`src/hw/rtl/lpt_pkg.sv`:
```
// Shared constants and types for the LRU page translator.
`timescale 1ns / 1ps

package lpt_pkg;

    localparam int ADDR_W      = 12;
    localparam int PHYS_W      = 10;
    localparam int FAULT_W     = 32;
    localparam int OFFSET_BITS = 7;
    localparam int PAGE_COUNT  = 32;
    localparam int FRAME_COUNT = 8;

    localparam int PAGE_W  = ADDR_W - OFFSET_BITS;
    localparam int FRAME_W = $clog2(FRAME_COUNT);

    // Stream widths, rounded up to whole bytes.
    localparam int S_DATA_W = ((ADDR_W + 7) / 8) * 8;
    localparam int M_RAW_W  = PHYS_W + 1 + FAULT_W;
    localparam int M_DATA_W = ((M_RAW_W + 7) / 8) * 8;

    // Field positions in m_tdata.
    localparam int M_PHYS_LSB  = 0;
    localparam int M_FAULT_BIT = PHYS_W;
    localparam int M_TOTAL_LSB = PHYS_W + 1;

    localparam logic [FAULT_W-1:0] FAULT_MAX = '1;

    // Request from the translation stage to the frame table.
    typedef struct packed {
        logic               en;
        logic               hit;
        logic [FRAME_W-1:0] frame;
        logic [PAGE_W-1:0]  page;
    } frame_req_t;

    // Frame chosen for the access and the page that loses its frame, if any.
    typedef struct packed {
        logic [FRAME_W-1:0] frame;
        logic               evict;
        logic [PAGE_W-1:0]  evict_page;
    } frame_rsp_t;

endpackage

```
`src/hw/rtl/lpt_frame_table.sv`:
```
// Frame table: busy flags, owners and recency ranks, with free search and LRU victim choice.
`timescale 1ns / 1ps

module lpt_frame_table (
    input  logic               aclk,
    input  logic               aresetn,
    input  lpt_pkg::frame_req_t req_i,
    output lpt_pkg::frame_rsp_t rsp_o
);
    import lpt_pkg::*;

    logic [FRAME_COUNT-1:0] busy_reg;
    logic [FRAME_COUNT-1:0] busy_next;
    logic [FRAME_W-1:0]     rank_reg  [FRAME_COUNT];
    logic [FRAME_W-1:0]     rank_next [FRAME_COUNT];
    logic [PAGE_W-1:0]      owner_reg [FRAME_COUNT];

    logic               found;
    logic [FRAME_W-1:0] free_frame;
    logic [FRAME_W-1:0] victim;
    logic [FRAME_W-1:0] best;
    logic [FRAME_W-1:0] sel;
    logic [FRAME_W-1:0] sel_rank;

    // Lowest free user frame, and the user frame with the highest rank
    // (ties go to the higher index).
    always_comb begin
        found      = 1'b0;
        free_frame = '0;
        for (int i = FRAME_COUNT - 1; i >= 1; i--) begin
            if (!busy_reg[i]) begin
                found      = 1'b1;
                free_frame = FRAME_W'(i);
            end
        end
        best   = '0;
        victim = FRAME_W'(1);
        for (int i = 1; i < FRAME_COUNT; i++) begin
            if (rank_reg[i] >= best) begin
                best   = rank_reg[i];
                victim = FRAME_W'(i);
            end
        end
    end

    assign sel      = req_i.hit ? req_i.frame : (found ? free_frame : victim);
    assign sel_rank = rank_reg[sel];

    assign rsp_o.frame      = sel;
    assign rsp_o.evict      = !req_i.hit && !found;
    assign rsp_o.evict_page = owner_reg[victim];

    // On a hit only frames more recent than the touched one age; on a miss
    // every busy user frame ages. The selected frame becomes rank zero.
    always_comb begin
        busy_next = busy_reg;
        for (int i = 0; i < FRAME_COUNT; i++) begin
            rank_next[i] = rank_reg[i];
        end
        if (req_i.en) begin
            if (!req_i.hit) begin
                busy_next[sel] = 1'b1;
            end
            for (int i = 1; i < FRAME_COUNT; i++) begin
                if (FRAME_W'(i) == sel) begin
                    rank_next[i] = '0;
                end else if (busy_reg[i] && (!req_i.hit || rank_reg[i] < sel_rank)) begin
                    rank_next[i] = rank_reg[i] + FRAME_W'(1);
                end
            end
        end
    end

    always_ff @(posedge aclk) begin
        if (!aresetn) begin
            busy_reg <= FRAME_COUNT'(1);
            for (int i = 0; i < FRAME_COUNT; i++) begin
                rank_reg[i] <= '0;
            end
        end else begin
            busy_reg <= busy_next;
            for (int i = 0; i < FRAME_COUNT; i++) begin
                rank_reg[i] <= rank_next[i];
            end
        end
    end

    always_ff @(posedge aclk) begin
        if (req_i.en && !req_i.hit) begin
            owner_reg[sel] <= req_i.page;
        end
    end

endmodule

```
`src/hw/rtl/lru_page_translator.sv`:
```
// Top level of the LRU page translator: page table memory, fault counter and stream ports.
`timescale 1ns / 1ps

// Translates each virtual address into a physical address. The upper address
// bits select a page; if the page is resident its frame is returned with the
// original offset and the frame becomes the most recently used one. Otherwise
// a fault is counted (saturating at all ones), and the page gets the lowest
// free frame or, when every frame is taken, the least recently used frame,
// whose previous page is dropped. Frame 0 is reserved and never handed out.
// Each input transfer yields exactly one output transfer. An item first reads
// the page frame memory (synchronous read), then goes through the frame table
// update and the write back. A single item is in flight at a time, so a new
// item is taken only after the last one has finished its update. The result
// sits in an output register; a new item is taken while that result still
// waits, and the block stalls only when a second result would have nowhere to
// go. No clearing pass is needed after reset.
module lru_page_translator (
    input  logic                         aclk,
    input  logic                         aresetn,
    input  logic                         s_tvalid,
    output logic                         s_tready,
    // [11:0] virtual_address, upper bits zero
    input  logic [lpt_pkg::S_DATA_W-1:0] s_tdata,
    output logic                         m_tvalid,
    input  logic                         m_tready,
    // [9:0] physical_address, [10] page_fault, [42:11] fault_total, upper bits zero
    output logic [lpt_pkg::M_DATA_W-1:0] m_tdata
);
    import lpt_pkg::*;

    // Page frame store, written only on a fault, read on every accepted transfer.
    logic [FRAME_W-1:0] frame_mem [PAGE_COUNT];
    logic [FRAME_W-1:0] frame_rd_reg;

    // Residency flags, cleared at reset.
    logic [PAGE_COUNT-1:0] present_reg;
    logic [PAGE_COUNT-1:0] present_next;

    logic                   busy_reg;
    logic [PAGE_W-1:0]      page_reg;
    logic [OFFSET_BITS-1:0] offset_reg;

    logic [FAULT_W-1:0] count_reg;
    logic [FAULT_W-1:0] count_next;

    logic               out_valid_reg;
    logic [PHYS_W-1:0]  out_phys_reg;
    logic               out_fault_reg;
    logic [FAULT_W-1:0] out_total_reg;

    logic       accept;
    logic       finish;
    logic       hit;
    frame_req_t ft_req;
    frame_rsp_t ft_rsp;

    assign s_tready = !busy_reg;
    assign accept   = s_tvalid && s_tready;
    // The update step completes once the output register is free or draining.
    assign finish   = busy_reg && (!out_valid_reg || m_tready);
    assign hit      = present_reg[page_reg];

    assign ft_req.en    = finish;
    assign ft_req.hit   = hit;
    assign ft_req.frame = frame_rd_reg;
    assign ft_req.page  = page_reg;

    lpt_frame_table u_frame_table (
        .aclk    (aclk),
        .aresetn (aresetn),
        .req_i   (ft_req),
        .rsp_o   (ft_rsp)
    );

    always_ff @(posedge aclk) begin
        if (accept) begin
            frame_rd_reg <= frame_mem[s_tdata[ADDR_W-1:OFFSET_BITS]];
        end
        if (finish && !hit) begin
            frame_mem[page_reg] <= ft_rsp.frame;
        end
    end

    always_comb begin
        present_next = present_reg;
        count_next   = count_reg;
        if (finish && !hit) begin
            if (ft_rsp.evict) begin
                present_next[ft_rsp.evict_page] = 1'b0;
            end
            present_next[page_reg] = 1'b1;
            if (count_reg != FAULT_MAX) begin
                count_next = count_reg + FAULT_W'(1);
            end
        end
    end

    always_ff @(posedge aclk) begin
        if (!aresetn) begin
            present_reg   <= '0;
            count_reg     <= '0;
            busy_reg      <= 1'b0;
            out_valid_reg <= 1'b0;
        end else begin
            present_reg <= present_next;
            count_reg   <= count_next;
            if (accept) begin
                busy_reg <= 1'b1;
            end else if (finish) begin
                busy_reg <= 1'b0;
            end
            if (finish) begin
                out_valid_reg <= 1'b1;
            end else if (m_tready) begin
                out_valid_reg <= 1'b0;
            end
        end
    end

    always_ff @(posedge aclk) begin
        if (accept) begin
            page_reg   <= s_tdata[ADDR_W-1:OFFSET_BITS];
            offset_reg <= s_tdata[OFFSET_BITS-1:0];
        end
        if (finish) begin
            out_phys_reg  <= {ft_rsp.frame, offset_reg};
            out_fault_reg <= !hit;
            out_total_reg <= count_next;
        end
    end

    assign m_tvalid = out_valid_reg;
    assign m_tdata  = {(M_DATA_W - M_RAW_W)'(0), out_total_reg, out_fault_reg, out_phys_reg};

endmodule

```
`config.mk`:
```
export PLATFORM = sky130hd
export DESIGN_NAME = lru_page_translator
export DESIGN_NICKNAME = d
export VERILOG_FILES = /design/src/hw/rtl/lpt_pkg.sv /design/src/hw/rtl/lpt_frame_table.sv /design/src/hw/rtl/lru_page_translator.sv
export SDC_FILE = /design/constraint.sdc
export NUM_CORES = 1
export LEC_CHECK = 0
export ABC_CLOCK_PERIOD_IN_PS = 9700
export BUFFER_PORTS_ARGS = -buffer_cell sky130_fd_sc_hd__buf_2
export CORE_MARGIN = 4
export CORE_UTILIZATION = 41
export CTS_CLUSTER_DIAMETER = 200
export CTS_CLUSTER_SIZE = 14
export DETAILED_ROUTE_END_ITERATION = 7
export GPL_ROUTABILITY_DRIVEN = 0
export GPL_TIMING_DRIVEN = 0
export HOLD_SLACK_MARGIN = 0.12
export PLACE_DENSITY = 0.61
export SYNTH_ARGS = -nofsm -noshare
export SYNTH_HDL_FRONTEND = slang
export SYNTH_SLANG_ARGS = --single-unit
export TNS_END_PERCENT = 100
```
`constraint.sdc`:
```
create_clock -name aclk -period 9.7 [get_ports aclk]
set_input_delay 0 -clock aclk [delete_from_list [all_inputs] [get_ports aclk]]
set_output_delay 0 -clock aclk [all_outputs]
set_load 0.01 [all_outputs]
```
==> metrics.md, run 1 <==
| Metric | Value |
|---|---|
| Post-synth EDFFs | 194 |
| Largest net degree at the start of global routing | 43 |
| CP Max Fanout | 10 |
| Port buffer count | 59 |
| Final period util | 98.6% |
| Leakage | roughly 5.7 nW |
| First-pass GRT wire length | around 54 mm |
| Rows | 66 |
| Status | complete, no violations |
| Post-Synth XOR/XNOR Area | 2.00% |
| Most frequent cell after synthesis | edfxtp_1 |
| Finished Cell Area | between 0.015 and 0.02 mm2 |
| Combinational family with the most area after synthesis | simple AND/OR/NAND/NOR gates |
| Yosys warnings | 0 |
| Min-Delay Path Class | in2reg |
| Synthesis-to-finish area growth | 18.2% |
| DR vias/cell | ~5.6 |
| Min Hold Slack | 198 ps |
| Mapped Area | 0.0136 mm2 |
| Most frequent CP cell | ha_4 |
| Clock Tree Buf Depth | 3 |
| Initial antenna violation count | 0 |
| Placed instance area | approximately 0.015 mm2 |
| DRC violation total after the first TritonRoute iteration | between 700 and 800 |
| Fillers | between 2000 and 3000 |
| CP Launch Type | register |
| Synth Area in Compound Gates | approximately 13% |
| Synth cell count leaders | edfxtp_1, dfxtp_1, nor2_1 |
| Synth Flop Type | edfxtp_1 |
| First drt pass iteration count | 6 |
| Skew final | 26.2 ps |
| Mux share of post-synthesis cell area | approximately 9% |
| Routed WL per cell | 20.3 um |
| Synth async-reset ratio | 0% |
| CTS buffer count | 24 |
| Avg Synthesized Cell Area | around 12 um2 |
| Critical Path AT | 9960 ps |
| Gate Count Post-Synth | about 1100 |
| Core area | about 0.033 mm2 |
| Clock-pin slew on the worst setup and hold paths | about 80 ps |
| Die Ht | roughly 190 um |
| Worst setup margin | around 130 ps |
| Worst-Margin Slew | 1250 ps |
| Total routed wirelength | approximately 35 mm |
| Nets | 1311 |
| Htree depth | 1 |
| Maximum Capacitance Violations | 0 |
| Count of state elements after synthesis | roughly 290 |
| Slowest stage delay, CP | just over 1000 ps |
| Antenna-violating nets left | 0 |
| Max Clk Rate | 105 MHz |
| Number of global-route vias before repair | ~9500 |
| Gr ovfl total | 0 |
| Adder-cell share of the synthesized area | roughly 2.7% |
| Top cell type's share of synthesized area | 42.9% |
| Synth cell types | 92 |
| Final hold violation count | 0 |
| Worst setup EP type | register |
| Synth Area in Simple Gates | between 10% and 20% |
| Final Max Tran Viols | 0 |
| Fraction of final layout cells sized beyond drive strength 1 | around 22% |
| Boundary pin count | 70 |
| Max_slew headroom | approximately 16% |
| Tot GR Track Use | between 10% and 20% |
| Final setup viols | 0 |
| Yosys top cell by area | edfxtp_1 |
| CTS root buf | clkbuf_16 |
| Total number of vias | 9682 |
| Top cells by area, synth | edfxtp_1, dfxtp_1, mux4_2 |
| Diode count | 0 |
| Tmin final | approximately 9600 ps |
| Skew-Pair Late Insertion Delay | between 500 and 600 ps |
| Starting Density | between 40% and 50% |
| IR drop worst, VDD | ~110 uV |
| Residual DRC | 0 |
| Worst slack, placed | -1260 ps |
| Critical path's slowest cell | nor4_2 |
| Detailed Place HPWL | 24.7 mm |
| Worst Path Required | between 10000 and 15000 ps |
| Power Density | 156 mW/mm2 |
| CTS tree | done |
| Clock tree sinks | between 200 and 300 |
| Die ar. | around 0.036 mm2 |
| Max FFs per register | 96 |
| WS Path Type | reg2reg |
| Die span in x | roughly 190 um |
| Post-synthesis sequential area ratio | 56.8% |
[placed cells by master (no fill, tap or decap), types with 37 or more instances in the layout]
cell type | netlist | layout
inv_1 | 42 | 38
buf_4 | 7 | 47
and2_1 | 38 | 37
edfxtp_1 | 194 | 194
nand3_1 | 46 | 46
clkbuf_1 | 25 | 42
nand2_1 | 71 | 69
o21a_1 | 44 | 44
nor2_1 | 84 | 80
buf_2 | 7 | 66
dfxtp_1 | 94 | 89
[path summary, 6_finish.rpt]
kind | cells past startpoint | slack [ps] | endpoint | from
worst max-delay path | 41 | 130 | present_reg[20]$_SDFFE_PN0P_ | u_frame_table.rank_reg[1][2]$_SDFFE_PN0P_
worst min-delay path | 2 | 200 | offset_reg[1]$_DFFE_PP_ | s_tdata[1]
worst max register to register | 41 | 130 | present_reg[20]$_SDFFE_PN0P_ | u_frame_table.rank_reg[1][2]$_SDFFE_PN0P_
worst min register to register | 0 | 420 | out_phys_reg[0]$_DFFE_PP_ | offset_reg[0]$_DFFE_PP_
[worst max-delay path, delay by kind of cell (launching register included)]
| kind | cells | cell delay [ps] |
|---|---|---|
| AOI/OAI and AO/OA | 16 | 3070 |
| adders and majority gates | 8 | 2010 |
| buffers and inverters | 3 | 580 |
| DFF | 1 | 390 |
| muxes | 3 | 890 |
| and+or+nand+nor | 11 | 2430 |
[timing repair]
action | 4_1_cts | 5_1_grt
hold buffers | 16 | 0
setup buffers | 23 | 19
endpoints found under the hold margin | 35 | 0
pin swaps | 20 | 28
gates resized for setup | 26 | 33
endpoints found under the setup margin | 73 | 52
cloned | 2 | 0
[area by class of cell]
cell class / instances / area (um2) / area share, %
Timing Repair Buffer: 118 / 798 / 4.98
Inverter: 46 / 206 / 1.29
Clock buffer: 42 / 689 / 4.30
Multi-Input combinational cell: 737 / 5800 / 36.1
Timing Repair inverter: 2 / 17.5 / 0.109
Tap cell: 442 / 553 / 3.45
Clock inverter: 1 / 8.76 / 0.0546
Buffer: 47 / 249 / 1.55
Sequential cell: 288 / 7720 / 48.1
[power breakdown]
part / switching, mW / internal (mW) / leakage (nW) / total [mW]
clock: 0.417 / 0.481 / 0.332 / 0.898
combinational: 0.158 / 0.0946 / 2.81 / 0.253
sequential: 0.0124 / 1.34 / 2.57 / 1.35
[logic make-up (layout without fill, tap and decap cells)]
group | after synthesis | in the layout
AO/OA/AOI/OAI | 230 | 230
XOR/XNOR | 31 | 31
adder cells (fa/ha/maj) | 30 | 30
buffers and inverters | 94 | 256
flip-flops | 288 | 288
multiplexers | 79 | 79
other | 1 | 10
AND/OR/NAND/NOR | 357 | 357
[per-stage QoR]
| step | power [mW] | utilization (%) | TNS [ps] | instances |
|---|---|---|---|---|
| floorplan | 1.51 | - | 0 | 1119 |
| global placement | 1.59 | 44.6 | -32990 | 1620 |
| detailed placement | 1.59 | 44.7 | -36250 | 1622 |
| CTS | 2.51 | 48.3 | 0 | 1705 |
| global route | 2.59 | 49.2 | -579 | 1723 |
| finish | 2.50 | 49.2 | 0 | 1723 |
[layer usage]
layer / vias to the layer above / GRT usage, % / share of wire (%)
met4: 0 / 5.18 / 2.2
met5: - / 0 / 0
met2: 319 / 31.8 / 48
li1: 4523 / - / -
met3: 56 / 2.53 / 6.0
met1: 4784 / 26.3 / 44
Note: power is estimated with default switching activity, not from simulation.
==> run 2, diff against run 1 <==
--- a/config.mk
+++ b/config.mk
@@ -7,15 +7,16 @@
 export LEC_CHECK = 0
 export ABC_CLOCK_PERIOD_IN_PS = 9700
 export BUFFER_PORTS_ARGS = -buffer_cell sky130_fd_sc_hd__buf_2
+export CAP_MARGIN = 20
 export CORE_MARGIN = 4
-export CORE_UTILIZATION = 41
+export CORE_UTILIZATION = 25
 export CTS_CLUSTER_DIAMETER = 200
 export CTS_CLUSTER_SIZE = 14
 export DETAILED_ROUTE_END_ITERATION = 7
 export GPL_ROUTABILITY_DRIVEN = 0
 export GPL_TIMING_DRIVEN = 0
 export HOLD_SLACK_MARGIN = 0.12
-export PLACE_DENSITY = 0.61
+export PLACE_DENSITY = 0.43
 export SYNTH_ARGS = -nofsm -noshare
 export SYNTH_HDL_FRONTEND = slang
 export SYNTH_SLANG_ARGS = --single-unit
==> run 2 against run 1 <==
  * Sequential cell count is the same
  * Utilization down 19 points
  * Sequential power barely moved
  * Cell count rose by 15%
  * Clock power up 2%
  * Highest routed layer unchanged
==> metrics.md, run 2 (synthesized netlist as in run 1, its figures left out) <==
| Metric | Value |
|---|---|
| Max FFs per register | 96 (unchanged) |
| Fillers | 5550 (was 2889) |
| Worst setup EP type | register (unchanged) |
| Worst slack, placed | -1350 ps (was -1260 ps) |
| Final Max Tran Viols | 0 (unchanged) |
| Most frequent CP cell | ha_1 (was ha_4) |
| Status | complete, no violations (unchanged) |
| Routed WL per cell | 19.5 um (was 20.3 um) |
| Flop-to-flop setup slack | 310 ps (was 130 ps) |
| Skew-Pair Late Insertion Delay | 560 ps (was 540 ps) |
| Final hold violation count | 0 (unchanged) |
| Leakage | 5.65 nW (was 5.71 nW) |
| CTS tree | done (unchanged) |
| FF-to-FF End | u_frame_table.rank_reg[2][1]$_SDFFE_PN0P_ (was present_reg[20]$_SDFFE_PN0P_) |
| Slowest stage delay, CP | 530 ps (was 1010 ps) |
| Number of cells on the critical path | 48 (was 41) |
| Clock-pin slew on the worst setup and hold paths | 80 ps (about the same) |
| Placed Instances | 1876 (was 1622) |
| CTS buffer count | 24 (unchanged) |
| CP Launch Type | register (unchanged) |
| Boundary pin count | 70 (unchanged) |
| Antenna-violating nets left | 0 (unchanged) |
| CP Max Fanout | 4 (was 10) |
| First drt pass iteration count | 5 (was 6) |
| Gr ovfl total | 0 (unchanged) |
| Initial antenna violation count | 0 (unchanged) |
| Crit path launch | u_frame_table.rank_reg[2][0]$_SDFFE_PN0P_ (was u_frame_table.rank_reg[1][2]$_SDFFE_PN0P_) |
| First-pass GRT wire length | 58.2 mm (was 54.2 mm) |
| Diode count | 0 (unchanged) |
| Power Density | 155 mW/mm2 (was 156 mW/mm2) |
| Die span in x | 241 um (was 190 um) |
| Rows | 85 (was 66) |
| Commonest non-fill, non-tap cells in the layout | edfxtp_1, dfxtp_1, nor2_1 (unchanged) |
| Final Non-Filler Cells | 1973 (was 1723) |
| WS Path Type | reg2reg (unchanged) |
| RSZ-0062 raised after global routing | true |
| Cell family with the largest share of critical-path delay | compound AO/OA/AOI/OAI gates (unchanged) |
| DRC violation total after the first TritonRoute iteration | 591 (was 779) |
| Largest net degree at the start of global routing | 43 (unchanged) |
| Buffers & Inverters on Critical Path | 2 (was 3) |
| Hold path depth | 2 (unchanged) |
| Clock Tree Buf Depth | 3 (unchanged) |
| Starting Density | 25.2% (was 41.6%) |
| Nets | 1306 (was 1311) |
| IR drop worst, VDD | 114 uV (was 113 uV) |
| Final setup viols | 0 (unchanged) |
| Fraction of final layout cells sized beyond drive strength 1 | 20.9% (was 21.9%) |
| Critical path's slowest cell | or4_1 (was nor4_2) |
| Skew final | 34.9 ps (was 26.2 ps) |
| Total routed wirelength | 38.4 mm (was 34.9 mm) |
| Reg2Reg Depth | 48 (was 41) |
| Worst-Margin Slew | 1150 ps (was 1250 ps) |
| Max Clk Rate | 107 MHz (was 105 MHz) |
| Worst setup margin | 310 ps (was 134 ps) |
| Worst Path Required | 10160 ps (was 10090 ps) |
| Number of global-route vias before repair | 9374 (was 9493) |
| Critical Path AT | 9850 ps (was 9960 ps) |
| Tot GR Track Use | 13.0% (was 19.0%) |
| Reg-to-reg startpoint | u_frame_table.rank_reg[2][0]$_SDFFE_PN0P_ (was u_frame_table.rank_reg[1][2]$_SDFFE_PN0P_) |
| Die ar. | 0.0581 mm2 (was 0.0361 mm2) |
| Maximum Capacitance Violations | 0 (unchanged) |
| Synthesis-to-finish area growth | 19.6% (was 18.2%) |
| Critical Path Sink | u_frame_table.rank_reg[2][1]$_SDFFE_PN0P_ (was present_reg[20]$_SDFFE_PN0P_) |
| Port buffer count | 59 (unchanged) |
| Die Ht | 241 um (was 190 um) |
| Max_slew headroom | 22.3% (was 15.9%) |
| Tmin final | 9390 ps (was 9570 ps) |
| Min-Delay Path Class | in2reg (unchanged) |
| Htree depth | 1 (unchanged) |
| Core area | 0.0538 mm2 (was 0.0326 mm2) |
| Residual DRC | 0 (unchanged) |
| Detailed Place HPWL | 27.2 mm (was 24.7 mm) |
| Most common cell after layout, fill and taps aside | edfxtp_1 (unchanged) |
| Final period util | 96.8% (was 98.6%) |
| Total number of vias | 9449 (was 9682) |
| Clock tree sinks | 288 (unchanged) |
| CTS root buf | clkbuf_16 (unchanged) |
| DR vias/cell | 4.79 (was 5.62) |
run 2: what timing repair did:
action,in CTS,in global routing
endpoints found under the hold margin,37,0
setup buffers,20,15
hold buffers,16,0
pin swaps,19,21
cloned,2,0
setup endpoints to repair,74,52
resized for setup,30,13
run 2: layout make-up:
| type | count | area [um2] | share of cell area, % |
|---|---|---|---|
| multi-input combinational | 737 | 5700 | 35.1 |
| clock inverter | 2 | 25.0 | 0.154 |
| clock buffer | 42 | 668 | 4.12 |
| tap | 696 | 871 | 5.37 |
| sequential | 288 | 7720 | 47.6 |
| buffer | 47 | 241 | 1.49 |
| timing repair buffer | 113 | 772 | 4.76 |
| inverter | 46 | 204 | 1.26 |
| timing repair inverter | 2 | 17.5 | 0.108 |
run 2: report_power, final:
group	switching [mW]	leakage (nW)	total [mW]	internal (mW)
registers	0.0130	2.57	1.35	1.34
clock network	0.445	0.328	0.914	0.469
logic	0.160	2.75	0.252	0.0915
total	0.619	5.65	2.52	1.90
run 2: metrics by stage:
stage	cell area [um2]	util, %	power, mW	hold slack, ps	setup TNS, ps
4_1_cts	16100	29.8	2.55	146	0
3_3_place_gp	14900	27.6	1.60	179	-37920
3_5_place_dp	14900	27.7	1.60	179	-39200
6_report	16200	30.2	2.52	173	0
5_1_grt	16200	30.2	2.62	162	-60.2
2_1_floorplan	13700	-	1.51	98.9	0
run 2: worst min path at each step:
stage	startpoint	endpoint	slack, ps
floorplan	s_tdata[0]	offset_reg[0]$_DFFE_PP_	100
global placement	s_tdata[6]	offset_reg[6]$_DFFE_PP_	180
detailed placement	s_tdata[6]	offset_reg[6]$_DFFE_PP_	180
CTS	s_tdata[5]	offset_reg[5]$_DFFE_PP_	150
global route	s_tdata[2]	offset_reg[2]$_DFFE_PP_	160
finish	s_tdata[3]	offset_reg[3]$_DFFE_PP_	170
run 2: routing by layer:
layer	global-route usage, %	up-vias	share of wire [%]
li1	-	4521	-
met1	18.2	4646	46
met2	21.4	233	47
met3	2.24	49	5.3
met4	2.59	0	1.9
met5	0	-	0
==> run 3, diff against run 2 <==
--- a/config.mk
+++ b/config.mk
@@ -8,6 +8,7 @@
 export ABC_CLOCK_PERIOD_IN_PS = 9700
 export BUFFER_PORTS_ARGS = -buffer_cell sky130_fd_sc_hd__buf_2
 export CAP_MARGIN = 20
+export CORE_ASPECT_RATIO = 2
 export CORE_MARGIN = 4
 export CORE_UTILIZATION = 25
 export CTS_CLUSTER_DIAMETER = 200
==> run 3 against run 2 <==
  * Wire length increased by 17%
  * Largest cell class unchanged
  * Global-route usage increased by 1.9 points
  * Total power increased by 0.94%
  * Largest power group unchanged
  * Worst hold slack got worse by 11 ps
  * Fmax decreased by 1.4%
  * Register-to-register slack got worse by 140 ps
  * Critical endpoint is now u_frame_table.rank_reg[4][1]$_SDFFE_PN0P_
  * Clock power increased by 0.4%
  * Sequential share of layout area decreased by 0.81 points
==> metrics.md, run 3 (synthesized netlist as in run 1, its figures left out) <==
| Metric | Value |
|---|---|
| Status | complete, no violations (unchanged) |
| Critical Path AT | 10000 ps (was 9850 ps) |
| Nets | 1318 (was 1306) |
| Int Power | 1.90 mW (about the same) |
| CP Launch Type | register (unchanged) |
| Worst Path Required | 10170 ps (was 10160 ps) |
| Core area | 0.0536 mm2 (was 0.0538 mm2) |
| Setup TNS | 0 ps (unchanged) |
| Grt met1 use | 13.3% (was 18.2%) |
| IR drop worst, VDD | 106 uV (was 114 uV) |
| Commonest non-fill, non-tap cells in the layout | edfxtp_1, dfxtp_1, nor2_1 (unchanged) |
| Die span in x | 173 um (was 241 um) |
| First-pass GRT wire length | 65.4 mm (was 58.2 mm) |
| Fraction of final layout cells sized beyond drive strength 1 | 23.5% (was 20.9%) |
| CTS tree | done (unchanged) |
| RSZ-0062 raised after global routing | true (unchanged) |
| Boundary pin count | 70 (unchanged) |
| Initial antenna violation count | 0 (unchanged) |
| Met2 Use GR | 32.1% (was 21.4%) |
| Worst-Margin Slew | 965 ps (was 1150 ps) |
| Detailed Place HPWL | 33.2 mm (was 27.2 mm) |
| Skew final | 16.8 ps (was 34.9 ps) |
| Largest net degree at the start of global routing | 43 (unchanged) |
| Flop pwr share | 53.2% (was 53.7%) |
| Rows | 120 (was 85) |
| Switching pwr | 0.636 mW (was 0.619 mW) |
| Power Density | 154 mW/mm2 (was 155 mW/mm2) |
| Die ar. | 0.0583 mm2 (was 0.0581 mm2) |
| Total routed wirelength | 44.8 mm (was 38.4 mm) |
| Max FFs per register | 96 (unchanged) |
| Clock power frac | 36.1% (was 36.3%) |
| Starting Density | 25.3% (was 25.2%) |
| Skew-Pair Late Insertion Delay | 560 ps (about the same) |
| Worst setup EP type | register (unchanged) |
| Final setup viols | 0 (unchanged) |
| CP Max Fanout | 6 (was 4) |
| Gr ovfl total | 0 (unchanged) |
| Synthesis-to-finish area growth | 21.7% (was 19.6%) |
| CTS root buf | clkbuf_16 (unchanged) |
| Number of global-route vias before repair | 10000 (was 9374) |
| Min-Delay Path Class | in2reg (unchanged) |
| Critical path's slowest cell | dfxtp_4 (was or4_1) |
| Routed WL per cell | 22.9 um (was 19.5 um) |
| Antenna-violating nets left | 0 (unchanged) |
| Max_slew headroom | 35.6% (was 22.3%) |
| WS Path Type | reg2reg (unchanged) |
| Die Ht | 337 um (was 241 um) |
| CTS buffer count | 24 (unchanged) |
| DR vias/cell | 5.02 (was 4.79) |
| First drt pass iteration count | 5 (unchanged) |
| Tmin final | 9530 ps (was 9390 ps) |
| Clock tree sinks | 288 (unchanged) |
| Final period util | 98.2% (was 96.8%) |
| Htree depth | 1 (unchanged) |
| Met3 usage | 1.48% (was 2.24%) |
| Slowest stage delay, CP | 390 ps (was 530 ps) |
| Leakage | 5.76 nW (was 5.65 nW) |
| Residual DRC | 0 (unchanged) |
| Sw frac | 25.1% (was 24.6%) |
| Clock Tree Buf Depth | 3 (unchanged) |
| Most common cell after layout, fill and taps aside | edfxtp_1 (unchanged) |
| Combinational power share | 10.7% (was 10.0%) |
| Grt peak-use layer | met2 (unchanged) |
| Final hold violation count | 0 (unchanged) |
| Worst slack, placed | -1420 ps (was -1350 ps) |
| Max Clk Rate | 105 MHz (was 107 MHz) |
| Tot GR Track Use | 14.9% (was 13.0%) |
| Total number of vias | 9845 (was 9449) |
| Worst setup margin | 172 ps (was 310 ps) |
| Final Max Tran Viols | 0 (unchanged) |
| Maximum Capacitance Violations | 0 (unchanged) |
| Port buffer count | 59 (unchanged) |
| Clock-pin slew on the worst setup and hold paths | 80 ps (about the same) |
| DRC violation total after the first TritonRoute iteration | 721 (was 591) |
-- run 3: cell type report --
class | instances | area [um2]
clock buffers | 41 | 664
well taps | 671 | 840
repair inverters | 2 | 17.5
clock inverters | 2 | 25.0
inverters | 46 | 206
flip-flops and latches | 288 | 7720
multi-input cells | 737 | 5910
diodes | 1 | 2.50
plain buffers | 47 | 258
repair buffers | 125 | 858
fillers | 5382 | 37100
-- run 3: path summary, 6_finish.rpt --
kind / from / to / slack (ps) / cells after the start
worst max-delay path: u_frame_table.rank_reg[1][2]$_SDFFE_PN0P_ / u_frame_table.rank_reg[4][1]$_SDFFE_PN0P_ / 170 / 50
worst min-delay path: s_tdata[3] / offset_reg[3]$_DFFE_PP_ / 160 / 2
worst max register to register: u_frame_table.rank_reg[1][2]$_SDFFE_PN0P_ / u_frame_table.rank_reg[4][1]$_SDFFE_PN0P_ / 170 / 50
worst min register to register: offset_reg[4]$_DFFE_PP_ / out_phys_reg[4]$_DFFE_PP_ / 420 / 0
-- run 3: critical path, delay by kind of cell, from the launching register on --
family / cells / cell delay [ps]
DFF: 1 / 390
adders and majority gates: 9 / 2360
buffers and inverters: 4 / 510
AOI/OAI and AO/OA: 19 / 3170
and+or+nand+nor: 14 / 1740
muxes: 4 / 1240
-- run 3: timing repair --
item	in CTS	in global routing
gates resized for setup	34	56
gates cloned	2	0
hold endpoints to repair	43	0
pin swaps	23	32
hold buffers	16	0
setup buffers	27	21
endpoints found under the setup margin	89	64
-- run 3: through the flow --
| stage | std cells | power, mW | hold WS (ps) | instance area (um2) | utilization [%] |
|---|---|---|---|---|---|
| after floorplan | 1119 | 1.51 | 98.9 | 13700 | - |
| after global placement | 1849 | 1.60 | 177 | 14800 | 27.7 |
| after detailed placement | 1852 | 1.61 | 179 | 14900 | 27.8 |
| after CTS | 1939 | 2.56 | 138 | 16100 | 30.0 |
| after global routing | 1959 | 2.64 | 160 | 16500 | 30.8 |
| final | 1960 | 2.54 | 162 | 16500 | 30.8 |
-- run 3: per-layer routing --
metal	vias to the layer above	wire length, um
met1	4932	14100
met3	112	1330
li1	4527	-
met4	0	3010
met2	274	26400
met5	-	0
-- run 3: power groups by stage --
stage	Combinational [mW]	Clock (mW)	Sequential [mW]
2_1_floorplan	0.137	0	1.38
3_3_place_gp	0.221	0	1.38
3_5_place_dp	0.225	0	1.38
4_1_cts	0.256	0.952	1.35
5_1_grt	0.289	0.999	1.35
6_report	0.271	0.918	1.35
